**config.mk**
```make
export PLATFORM = sky130hd
export DESIGN_NAME = fifo_replacement_tlb
export DESIGN_NICKNAME = d
export VERILOG_FILES = /design/src/ftlb_pkg.sv /design/src/ftlb_cell.sv /design/src/fifo_replacement_tlb.sv
export SDC_FILE = /design/constraint.sdc
export NUM_CORES = 1
export LEC_CHECK = 0
export ABC_CLOCK_PERIOD_IN_PS = 7770
export BUFFER_PORTS_ARGS = -buffer_cell sky130_fd_sc_hd__buf_4
export CORE_MARGIN = 4
export CORE_UTILIZATION = 30
export DETAILED_ROUTE_END_ITERATION = 7
export PLACE_DENSITY = 0.41
export SLEW_MARGIN = 20
export SYNTH_ARGS = -nofsm -noshare
export SYNTH_HDL_FRONTEND = slang
export SYNTH_SLANG_ARGS = --single-unit
```
**constraint.sdc**
```tcl
create_clock -name clk -period 7.77 [get_ports clk]
set_input_delay 0.777 -clock clk [delete_from_list [all_inputs] [get_ports clk]]
set_output_delay 0.777 -clock clk [all_outputs]
set_load 0.05 [all_outputs]
```
**src/ftlb_pkg.sv**
```systemverilog
// Shared types and constants for the fully associative translation buffer.
// Used by ftlb_cell and fifo_replacement_tlb; depends on nothing else.
package ftlb_pkg;

	// Default number of entries in the buffer.
	localparam int FTLB_ENTRIES = 16;

	// Number of cells that the match chain crosses in one clock cycle.
	localparam int FTLB_GROUP = 8;

	// Width of the page and frame fields, and of the reported fill level.
	localparam int FTLB_FIELD_W = 16;
	localparam int FTLB_FILL_W  = 5;

	// Operation codes carried in tuser.
	localparam logic FTLB_OP_LOOKUP = 1'b0;
	localparam logic FTLB_OP_INSERT = 1'b1;

	// One stored translation.
	typedef struct packed {
		logic [FTLB_FIELD_W-1:0] page;
		logic [FTLB_FIELD_W-1:0] frame;
	} ftlb_pair_t;

	// Match result handed from cell to cell, oldest entry first.
	typedef struct packed {
		logic                    found;
		logic [FTLB_FIELD_W-1:0] frame;
	} ftlb_carry_t;

endpackage

```
**src/ftlb_cell.sv**
```systemverilog
// One entry of the translation buffer: holds a page/frame pair and passes
// the oldest-match result on to the next younger cell. Depends on ftlb_pkg.
module ftlb_cell (
	input  logic                                clk,
	input  logic                                valid,
	input  logic                                shift_en,
	input  logic                                load_en,
	input  ftlb_pkg::ftlb_pair_t                next_pair,
	input  ftlb_pkg::ftlb_pair_t                new_pair,
	input  logic [ftlb_pkg::FTLB_FIELD_W-1:0]   key,
	input  ftlb_pkg::ftlb_carry_t               carry_in,
	output ftlb_pkg::ftlb_carry_t               carry_out,
	output ftlb_pkg::ftlb_pair_t                pair
);
	import ftlb_pkg::*;

	ftlb_pair_t pair_q;

	// Storage: a new pair is written here, or the younger neighbor's pair moves in.
	always_ff @(posedge clk) begin
		if (load_en) begin
			pair_q <= new_pair;
		end else if (shift_en) begin
			pair_q <= next_pair;
		end
	end

	assign pair = pair_q;

	// An older match wins; otherwise this cell answers if it holds the page.
	always_comb begin
		if (carry_in.found) begin
			carry_out = carry_in;
		end else if (valid && (pair_q.page == key)) begin
			carry_out.found = 1'b1;
			carry_out.frame = pair_q.frame;
		end else begin
			carry_out = '0;
		end
	end

endmodule

```
**src/fifo_replacement_tlb.sv**
```systemverilog
// Fully associative translation buffer with first-in first-out replacement.
// Top level; instantiates ftlb_cell and depends on ftlb_pkg.
//
// The buffer is a row of ENTRIES cells ordered by age, the oldest in cell 0.
// An insert writes the first free cell, or, when the buffer is full, shifts
// every pair one cell toward the old end, drops the oldest and writes the
// new pair into the youngest cell. A lookup hands a match result down the
// row from the oldest cell, crossing eight cells per clock with a register
// between each group of eight, so the oldest matching entry answers.
// One item is worked on at a time: the input is held until it finishes,
// a lookup only once its result has passed every register of the match
// chain. A finished result waits in the output register while the next
// transfer is accepted. The store needs no clearing after reset: only
// cells below the fill count take part in a lookup.
module fifo_replacement_tlb #(
	parameter int ENTRIES = ftlb_pkg::FTLB_ENTRIES
) (
	input  logic        clk,
	input  logic        arst_n,
	input  logic        s_axis_tvalid,
	output logic        s_axis_tready,
	// [15:0] page_number, [31:16] frame_address
	input  logic [31:0] s_axis_tdata,
	// [0] op
	input  logic [0:0]  s_axis_tuser,
	output logic        m_axis_tvalid,
	input  logic        m_axis_tready,
	// [0] hit, [16:1] frame_out, [17] evicted, [33:18] evicted_page,
	// [49:34] evicted_frame, [54:50] fill_level, [55] zero
	output logic [55:0] m_axis_tdata
);
	import ftlb_pkg::*;

	localparam int CW      = $clog2(ENTRIES + 1);
	localparam int NGROUPS = (ENTRIES + FTLB_GROUP - 1) / FTLB_GROUP;
	localparam int SW      = (NGROUPS > 1) ? $clog2(NGROUPS) : 1;

	// Item being worked on.
	logic                    busy_q;
	logic                    op_q;
	ftlb_pair_t              item_q;
	logic [SW-1:0]           scan_q;

	// Occupancy.
	logic [CW-1:0]           count_q;

	// Output register.
	logic                    out_valid_q;
	logic                    hit_q;
	logic [FTLB_FIELD_W-1:0] frame_out_q;
	logic                    evicted_q;
	ftlb_pair_t              evicted_pair_q;
	logic [FTLB_FILL_W-1:0]  fill_q;

	// Row of cells.
	ftlb_pair_t              pairs     [ENTRIES];
	ftlb_carry_t             carry_out [ENTRIES];
	ftlb_carry_t             carry_in  [ENTRIES];

	logic                    full;
	logic                    finish;
	logic                    insert_do;
	logic [CW-1:0]           count_next;
	logic [CW+FTLB_FILL_W-1:0] fill_wide;

	assign full       = (count_q == CW'(ENTRIES));
	assign finish     = busy_q && (!out_valid_q || m_axis_tready) &&
	                    ((op_q == FTLB_OP_INSERT) || (scan_q == SW'(NGROUPS - 1)));
	assign insert_do  = finish && (op_q == FTLB_OP_INSERT);
	assign count_next = full ? count_q : count_q + CW'(1);
	assign fill_wide  = {{FTLB_FILL_W{1'b0}}, count_next};

	assign s_axis_tready = !busy_q;

	// Cells, with a register on the match chain after every group of eight.
	for (genvar i = 0; i < ENTRIES; i++) begin : g_cell
		logic load_en;
		logic shift_en;

		if (i == 0) begin : g_first
			assign carry_in[i] = '0;
		end else if ((i % FTLB_GROUP) == 0) begin : g_break
			ftlb_carry_t carry_s1;

			always_ff @(posedge clk) begin
				carry_s1 <= carry_out[i-1];
			end

			assign carry_in[i] = carry_s1;
		end else begin : g_link
			assign carry_in[i] = carry_out[i-1];
		end

		assign load_en  = insert_do &&
		                  (full ? (i == ENTRIES - 1) : (count_q == CW'(i)));
		assign shift_en = insert_do && full;

		ftlb_cell u_cell (
			.clk       (clk),
			.valid     (CW'(i) < count_q),
			.shift_en  (shift_en),
			.load_en   (load_en),
			.next_pair ((i == ENTRIES - 1) ? item_q : pairs[(i + 1) % ENTRIES]),
			.new_pair  (item_q),
			.key       (item_q.page),
			.carry_in  (carry_in[i]),
			.carry_out (carry_out[i]),
			.pair      (pairs[i])
		);
	end

	// Control: take a transfer, walk the match chain, count entries.
	always_ff @(posedge clk or negedge arst_n) begin
		if (!arst_n) begin
			busy_q  <= 1'b0;
			scan_q  <= '0;
			count_q <= '0;
		end else begin
			if (s_axis_tvalid && s_axis_tready) begin
				busy_q <= 1'b1;
				scan_q <= '0;
			end else if (finish) begin
				busy_q <= 1'b0;
			end else if (busy_q && (scan_q != SW'(NGROUPS - 1))) begin
				scan_q <= scan_q + SW'(1);
			end
			if (insert_do) begin
				count_q <= count_next;
			end
		end
	end

	// Item payload captured on an input transfer.
	always_ff @(posedge clk) begin
		if (s_axis_tvalid && s_axis_tready) begin
			op_q         <= s_axis_tuser[0];
			item_q.page  <= s_axis_tdata[15:0];
			item_q.frame <= s_axis_tdata[31:16];
		end
	end

	// Output valid flag.
	always_ff @(posedge clk or negedge arst_n) begin
		if (!arst_n) begin
			out_valid_q <= 1'b0;
		end else if (finish) begin
			out_valid_q <= 1'b1;
		end else if (m_axis_tready) begin
			out_valid_q <= 1'b0;
		end
	end

	// Output payload: lookup answer or eviction report, and the new fill level.
	always_ff @(posedge clk) begin
		if (finish) begin
			if (op_q == FTLB_OP_INSERT) begin
				hit_q          <= 1'b0;
				frame_out_q    <= '0;
				evicted_q      <= full;
				evicted_pair_q <= full ? pairs[0] : '0;
				fill_q         <= fill_wide[FTLB_FILL_W-1:0];
			end else begin
				hit_q          <= carry_out[ENTRIES-1].found;
				frame_out_q    <= carry_out[ENTRIES-1].frame;
				evicted_q      <= 1'b0;
				evicted_pair_q <= '0;
				fill_q         <= fill_wide[FTLB_FILL_W-1:0] - FTLB_FILL_W'(!full);
			end
		end
	end

	assign m_axis_tvalid = out_valid_q;
	assign m_axis_tdata  = {1'b0, fill_q, evicted_pair_q.frame, evicted_pair_q.page,
	                        evicted_q, frame_out_q, hit_q};

endmodule
```
# ---- Yosys cells after proc, flatten, opt, wreduce, memory -nomap -nowiden
# Cells that the tools add are included.
dict set report totals {
  ramBits 0
  romBits 0
  input_bits 37
  word_cells 253
  ff_bits 625
  latchBits 0
  out_inout_bits 58
  memories 0
}
dict set report op_classes {
  addsub 3
  n_lt_le_gt_ge 16
  n_mux 88
  eq_ne 33
  bitwise_logic 1
  reduce_logical 65
  multipliers 0
  div_mod_pow 0
  n_shift 0
}
# cell count
set op_table {}
lappend op_table {{$mux W32} 32}
lappend op_table {{$mux W17} 30}
lappend op_table {{$eq A16 B16 Y1} 16}
lappend op_table {{$eq A5 B4 Y1 const B} 8}
lappend op_table {{$lt A4 B5 Y1 const A} 8}
lappend op_table {{$logic_and A1 B1 Y1} 38}
lappend op_table {{$reduce_bool A2 Y1} 19}
lappend op_table {{$mux W1} 23}
lappend op_table {{$eq A5 B3 Y1 const B} 4}
lappend op_table {{$lt A3 B5 Y1 const A} 4}
lappend op_table {{$mux W16} 1}
lappend op_table {{$eq A5 B2 Y1 const B} 2}
lappend op_table {{$lt A1 B5 Y1 const A} 2}
lappend op_table {{$lt A2 B5 Y1 const A} 2}
lappend op_table {{$mux W5} 2}
lappend op_table {{$add A5 B1 Y5 const B} 1}
lappend op_table {{$eq A5 B1 Y1 const B} 1}
lappend op_table {{$eq A5 B5 Y1 const B} 1}
lappend op_table {{$logic_not A5 Y1} 1}
lappend op_table {{$sub A5 B1 Y5} 1}
lappend op_table {{$reduce_and A2 Y1} 2}
lappend op_table {{$logic_not A1 Y1} 3}
lappend op_table {{$logic_or A1 B1 Y1} 2}
lappend op_table {{$ne A2 B1 Y1 const B} 1}
lappend op_table {{other kinds (2)} 2}

# ---- Longest topological paths before layout
dict set report logic_depth {
  depth_word 11
  ltp_mapped 13
  ltp_nobuf 12
}

# ---- Cells and area by module
# From an unflattened synthesis, not the netlist that was laid out.
dict set report hier_totals {
  hier_cells 2677
  hier_area_um2 34956.0
}
# mod area_each_um2 seq_area_each_um2 cells_each instances
set modules_own_cells {}
lappend modules_own_cells {ftlb_cell 1924.3 960.9 150 16}
lappend modules_own_cells {fifo_replacement_tlb 4166.5 3183.1 277 1}

# ---- Worst setup path after synthesis
# OpenSTA, ideal clock, no wires.
dict set report synth_timing {
  kind {input port to flip-flop}
  startpoint {in m_axis_tready}
  endpoint {reg g_cell[14].u_cell.pair_q (netlist bit g_cell[14].u_cell.pair[0]) (enable)}
  slack_ns 1.936
  setup_time_ns 0.466
  arrival_ns 5.369
  stages 6
  t_required_ns 7.304
  n_path_buf 1
  path_cell_list {inv_1 > a21oi_2 > and2_1 > buf_2 > nand2_1 > o21ai_0}
}
dict set report synth_between {
  elab_chain_len 6
  word_cells_on_any_way 7
  classes_between {7 x reduce/logical}
}
# item line
set synth_lines {}
lappend synth_lines {{start, declared} fifo_replacement_tlb.sv:27} ;# input logic m_axis_tready,
lappend synth_lines {{$logic_or A1 B1 Y1 (*)} fifo_replacement_tlb.sv:67} ;# assign finish = busy_q && (!out_valid_q || m_axis_tready) &&
lappend synth_lines {{$logic_and A1 B1 Y1 (*) (2 in series)} fifo_replacement_tlb.sv:67}
lappend synth_lines {{named net finish} fifo_replacement_tlb.sv:61} ;# logic finish;
lappend synth_lines {{$logic_and A1 B1 Y1 (*)} fifo_replacement_tlb.sv:69} ;# assign insert_do = finish && (op_q == FTLB_OP_INSERT);
lappend synth_lines {{$logic_and A1 B1 Y1, on equally long branches} {fifo_replacement_tlb.sv:96, fifo_replacement_tlb.sv:94}}
lappend synth_lines {{$reduce_bool A2 Y1 (no line) (*)} --}
lappend synth_lines {{end signal, assigned} ftlb_cell.sv:22} ;# pair_q <= new_pair;
lappend synth_lines {{end signal, assigned} ftlb_cell.sv:24} ;# pair_q <= next_pair;
lappend synth_lines {{end, declared} ftlb_cell.sv:17} ;# ftlb_pair_t pair_q;
# Mark *: on every way through the listed nets, which the timed path passes. The rest lies on a longest branch.
# A chain may end at the register's enable or synchronous reset.

# ---- Worst setup path after layout
dict set report layout_timing {
  startpoint {reg item_q[18] in the netlist's numbering}
  endpoint {reg frame_out_q[0] (data pin)}
}
dict set report layout_between {
  elab_chain_len 11
  word_cells_on_any_way 32
  classes_between {8 x eq/ne; 16 x mux; 8 x reduce/logical}
}
# item line
set layout_lines {}
lappend layout_lines {{start, declared} fifo_replacement_tlb.sv:41} ;# ftlb_pair_t item_q;
lappend layout_lines {{$eq A16 B16 Y1} ftlb_cell.sv:34} ;# end else if (valid && (pair_q.page == key)) begin
lappend layout_lines {{$logic_and A1 B1 Y1} ftlb_cell.sv:34}
lappend layout_lines {{$mux W17} ftlb_cell.sv:34}
lappend layout_lines {{$mux W17 (7 in series)} ftlb_cell.sv:32} ;# if (carry_in.found) begin
lappend layout_lines {{$mux W17 (*)} ftlb_cell.sv:32}
lappend layout_lines {{end signal, assigned} fifo_replacement_tlb.sv:164} ;# frame_out_q <= carry_out[ENTRIES-1].frame;
lappend layout_lines {{end, declared} fifo_replacement_tlb.sv:50} ;# logic [FTLB_FIELD_W-1:0] frame_out_q;
# Every way passes the cells marked *; elsewhere a longest branch is shown, timed or not.

==> impl_metrics.ini <==
[floorplanning]
die_area_um2 = 110000
die-width_um = 332
pin_count = 95
fp-row-count = 118
fp.coreArea_um2 = 104000
die_h_um = 332
start_util_pct = 30.3

[detailed_routing]
wl_mm = 83.2
via_per_inst = 4.84
ant_nets = 0
post-route-drc-count = 0
drt_iter0_drc = 1281
dr.pass1.iters = 7
dr_total_vias = 18026
avgRoutedWirePerCell_um = 22.3

[yosys]
yosys-top-cells-area = edfxtp_1, mux2_2, xor2_1
syn_avg_cell_area_um2 = 14.0
synth.distinct_cells = 82
ys_seq_area_share_pct = 58.9
yosys.area.top_type = edfxtp_1
synth_top_area_share_pct = 57.2
yosysWarningCount = 0
ys_async_sr_fraction_pct = 1.28
ys.flop_type = edfxtp_1
syn_area_um2 = 31500
syn_nets = 2288
ys_ff_latch = 625
synth-edff-count = 600
syn_inst = 2246

[clocking]
cts-root-buf = clkbuf_16
cts_inserted_buffers = 75
clock_path_buffers = 3
tritoncts = built
ctsResizeCount = 0
insertion_delay_ns = 0.63
cts_num_sinks = 625
clk_pin_slew_ns = 0.06
cts-htree-levels = 3

[timing]
hold_viol_final = 0
fin_crit_ns = 4.45
tightest_slew_ns = 1.02
relSlewSlack_pct = 31.6
rsz0062_at_grt = no
finClkSkew_ns = 0.0271
maxSlewViolCount = 0
fin_crit_sh_pct = 57.3
tns_ns = 0
setup_viol = 0
fmax_ghz = 0.225

[global_route]
grt_max_degree = 46
overflow = 0
grt_antenna_before_repair = 2
grt_use_total_pct = 14.9
grt_pass1_wl_mm = 127
grt_pass1_vias = 19447

[placed_design]
port_buffers = 93
postPlaceCellArea_um2 = 33500
gp_congestion = 0.825
hpwl_mm = 60.5

[power]
p_leak_uw = 0.0118
ir_worst_vdd_mv = 0.286
power_uw = 10500
power.density_nw_per_um2 = 292

[min_path]
hp-class = in2reg
min_from = s_axis_tdata[19]

[layout]
diodes = 0
layout-drive-gt1-share_pct = 32.9
final_common_cell = edfxtp_1
areaGrowthSynthToFinish_pct = 13.7
final_nets = 2327
finish.instance_area_um2 = 35800
layout_common_cells = edfxtp_1, mux2_2, xor2_1

[critical_path]
r2r-end = frame_out_q[0]
crit_start = item_q[18]
worstSetupStartpointType = flop
end_kind = flop
endpoint = frame_out_q[0]
r2r_slack_ns = 3.32
worstSetupPathType = reg2reg
regToRegStartpoint = item_q[18]
path_max_fanout = 32
worstPathRequired_ns = 8.14
rr_worst_depth = 8
worstPathArrival_ns = 4.82

[run_status]
status = finished, final reports clean

[flow_run]
cap_violations = 0
==> kinds of logic after synthesis <==
logic type | after synthesis | share of synthesized area [%]
adder cells (fa/ha/maj) | 5 | 0.199
multiplexers | 480 | 17.1
AO/OA/AOI/OAI | 238 | 5.45
flip-flops | 625 | 58.9
other | 1 | 0.0119
AND/OR/NAND/NOR | 414 | 7.26
buffers and inverters | 219 | 3.70
XOR/XNOR | 264 | 7.34
==> report_power, final <==
part	switching [uW]	leakage (uW)	total [uW]	internal, uW
logic	1530	0.00495	2270	739
clock network	1390	0.00113	3330	1940
registers	400	0.00572	4860	4460
==> synthesized netlist by cell type (all sizes together), types with 13 or more instances <==
master / number
o221ai: 28
edfxtp: 600
nand4: 35
nand2: 93
and2: 15
o211ai: 17
nor2: 50
and3: 55
mux2: 475
xnor2: 87
xor2: 177
inv: 28
a41oi: 13
nand3: 43
a211o: 13
clkbuf: 68
a32o: 16
dfxtp: 17
buf: 121
nor4: 48
o21ai: 88
nor3: 36
==> worst min-delay path by stage <==
stage	cells after the start	end
finish	1	item_q[3]
global placement	1	carry_in[129]
CTS	1	item_q[3]
detailed placement	1	carry_in[130]
global route	1	item_q[3]
floorplan	0	g_cell[15].u_cell.pair[18]
==> per-stage QoR <==
step / hold slack (ns) / std cells / worst slack [ns] / util (%)
after floorplan: 0.421 / 2246 / 1.94 / -
after global placement: 0.488 / 3585 / 3.11 / 32.2
after detailed placement: 0.484 / 3587 / 3.09 / 32.2
after CTS: 0.269 / 3723 / 3.08 / 34.5
after global routing: 0.289 / 3723 / 2.85 / 34.5
final: 0.322 / 3723 / 3.32 / 34.5
==> layer usage <==
layer / track usage (%) / vias up / routed length [um]
met5: 0 / - / 0
met4: 4.61 / 0 / 2390
met3: 2.69 / 124 / 3660
met2: 24.1 / 380 / 38600
met1: 20.4 / 8910 / 38600
li1: - / 8612 / -
==> cell type report <==
cell class / instances / area (um2)
repair buffers: 151 / 1180
multi-input cells: 1402 / 12000
flip-flops and latches: 625 / 18600
fillers: 10101 / 68100
clock buffers: 99 / 2030
clock inverters: 36 / 268
well taps: 1380 / 1730
inverters: 30 / 113
==> flip-flops by register name (all words and copies together) (netlist names), 5 cells and up <==
| name | count |
|---|---|
| g_cell.u_cell.pair | 512 |
| count_q | 5 |
| fill_q | 5 |
| m_axis_tdata | 32 |
| carry_in | 17 |
| item_q | 32 |
| frame_out_q | 16 |
==> what timing repair did <==
action / CTS / global route
buffers inserted: 0 / 0
hold buffers: 1 / 0
endpoints found under the hold margin: 8 / 0
==> critical path: stages (launching register included) <==
cell and delay [ns]:
edfxtp_1 0.32, buf_4 0.40, xor2_1 0.14, nor4_1 0.52, nand3_1 0.75, nor2_1 1.02
or3_1 0.48, a2bb2oi_1 0.40, o21ai_0 0.13
Power figures use the tool's default switching activity.
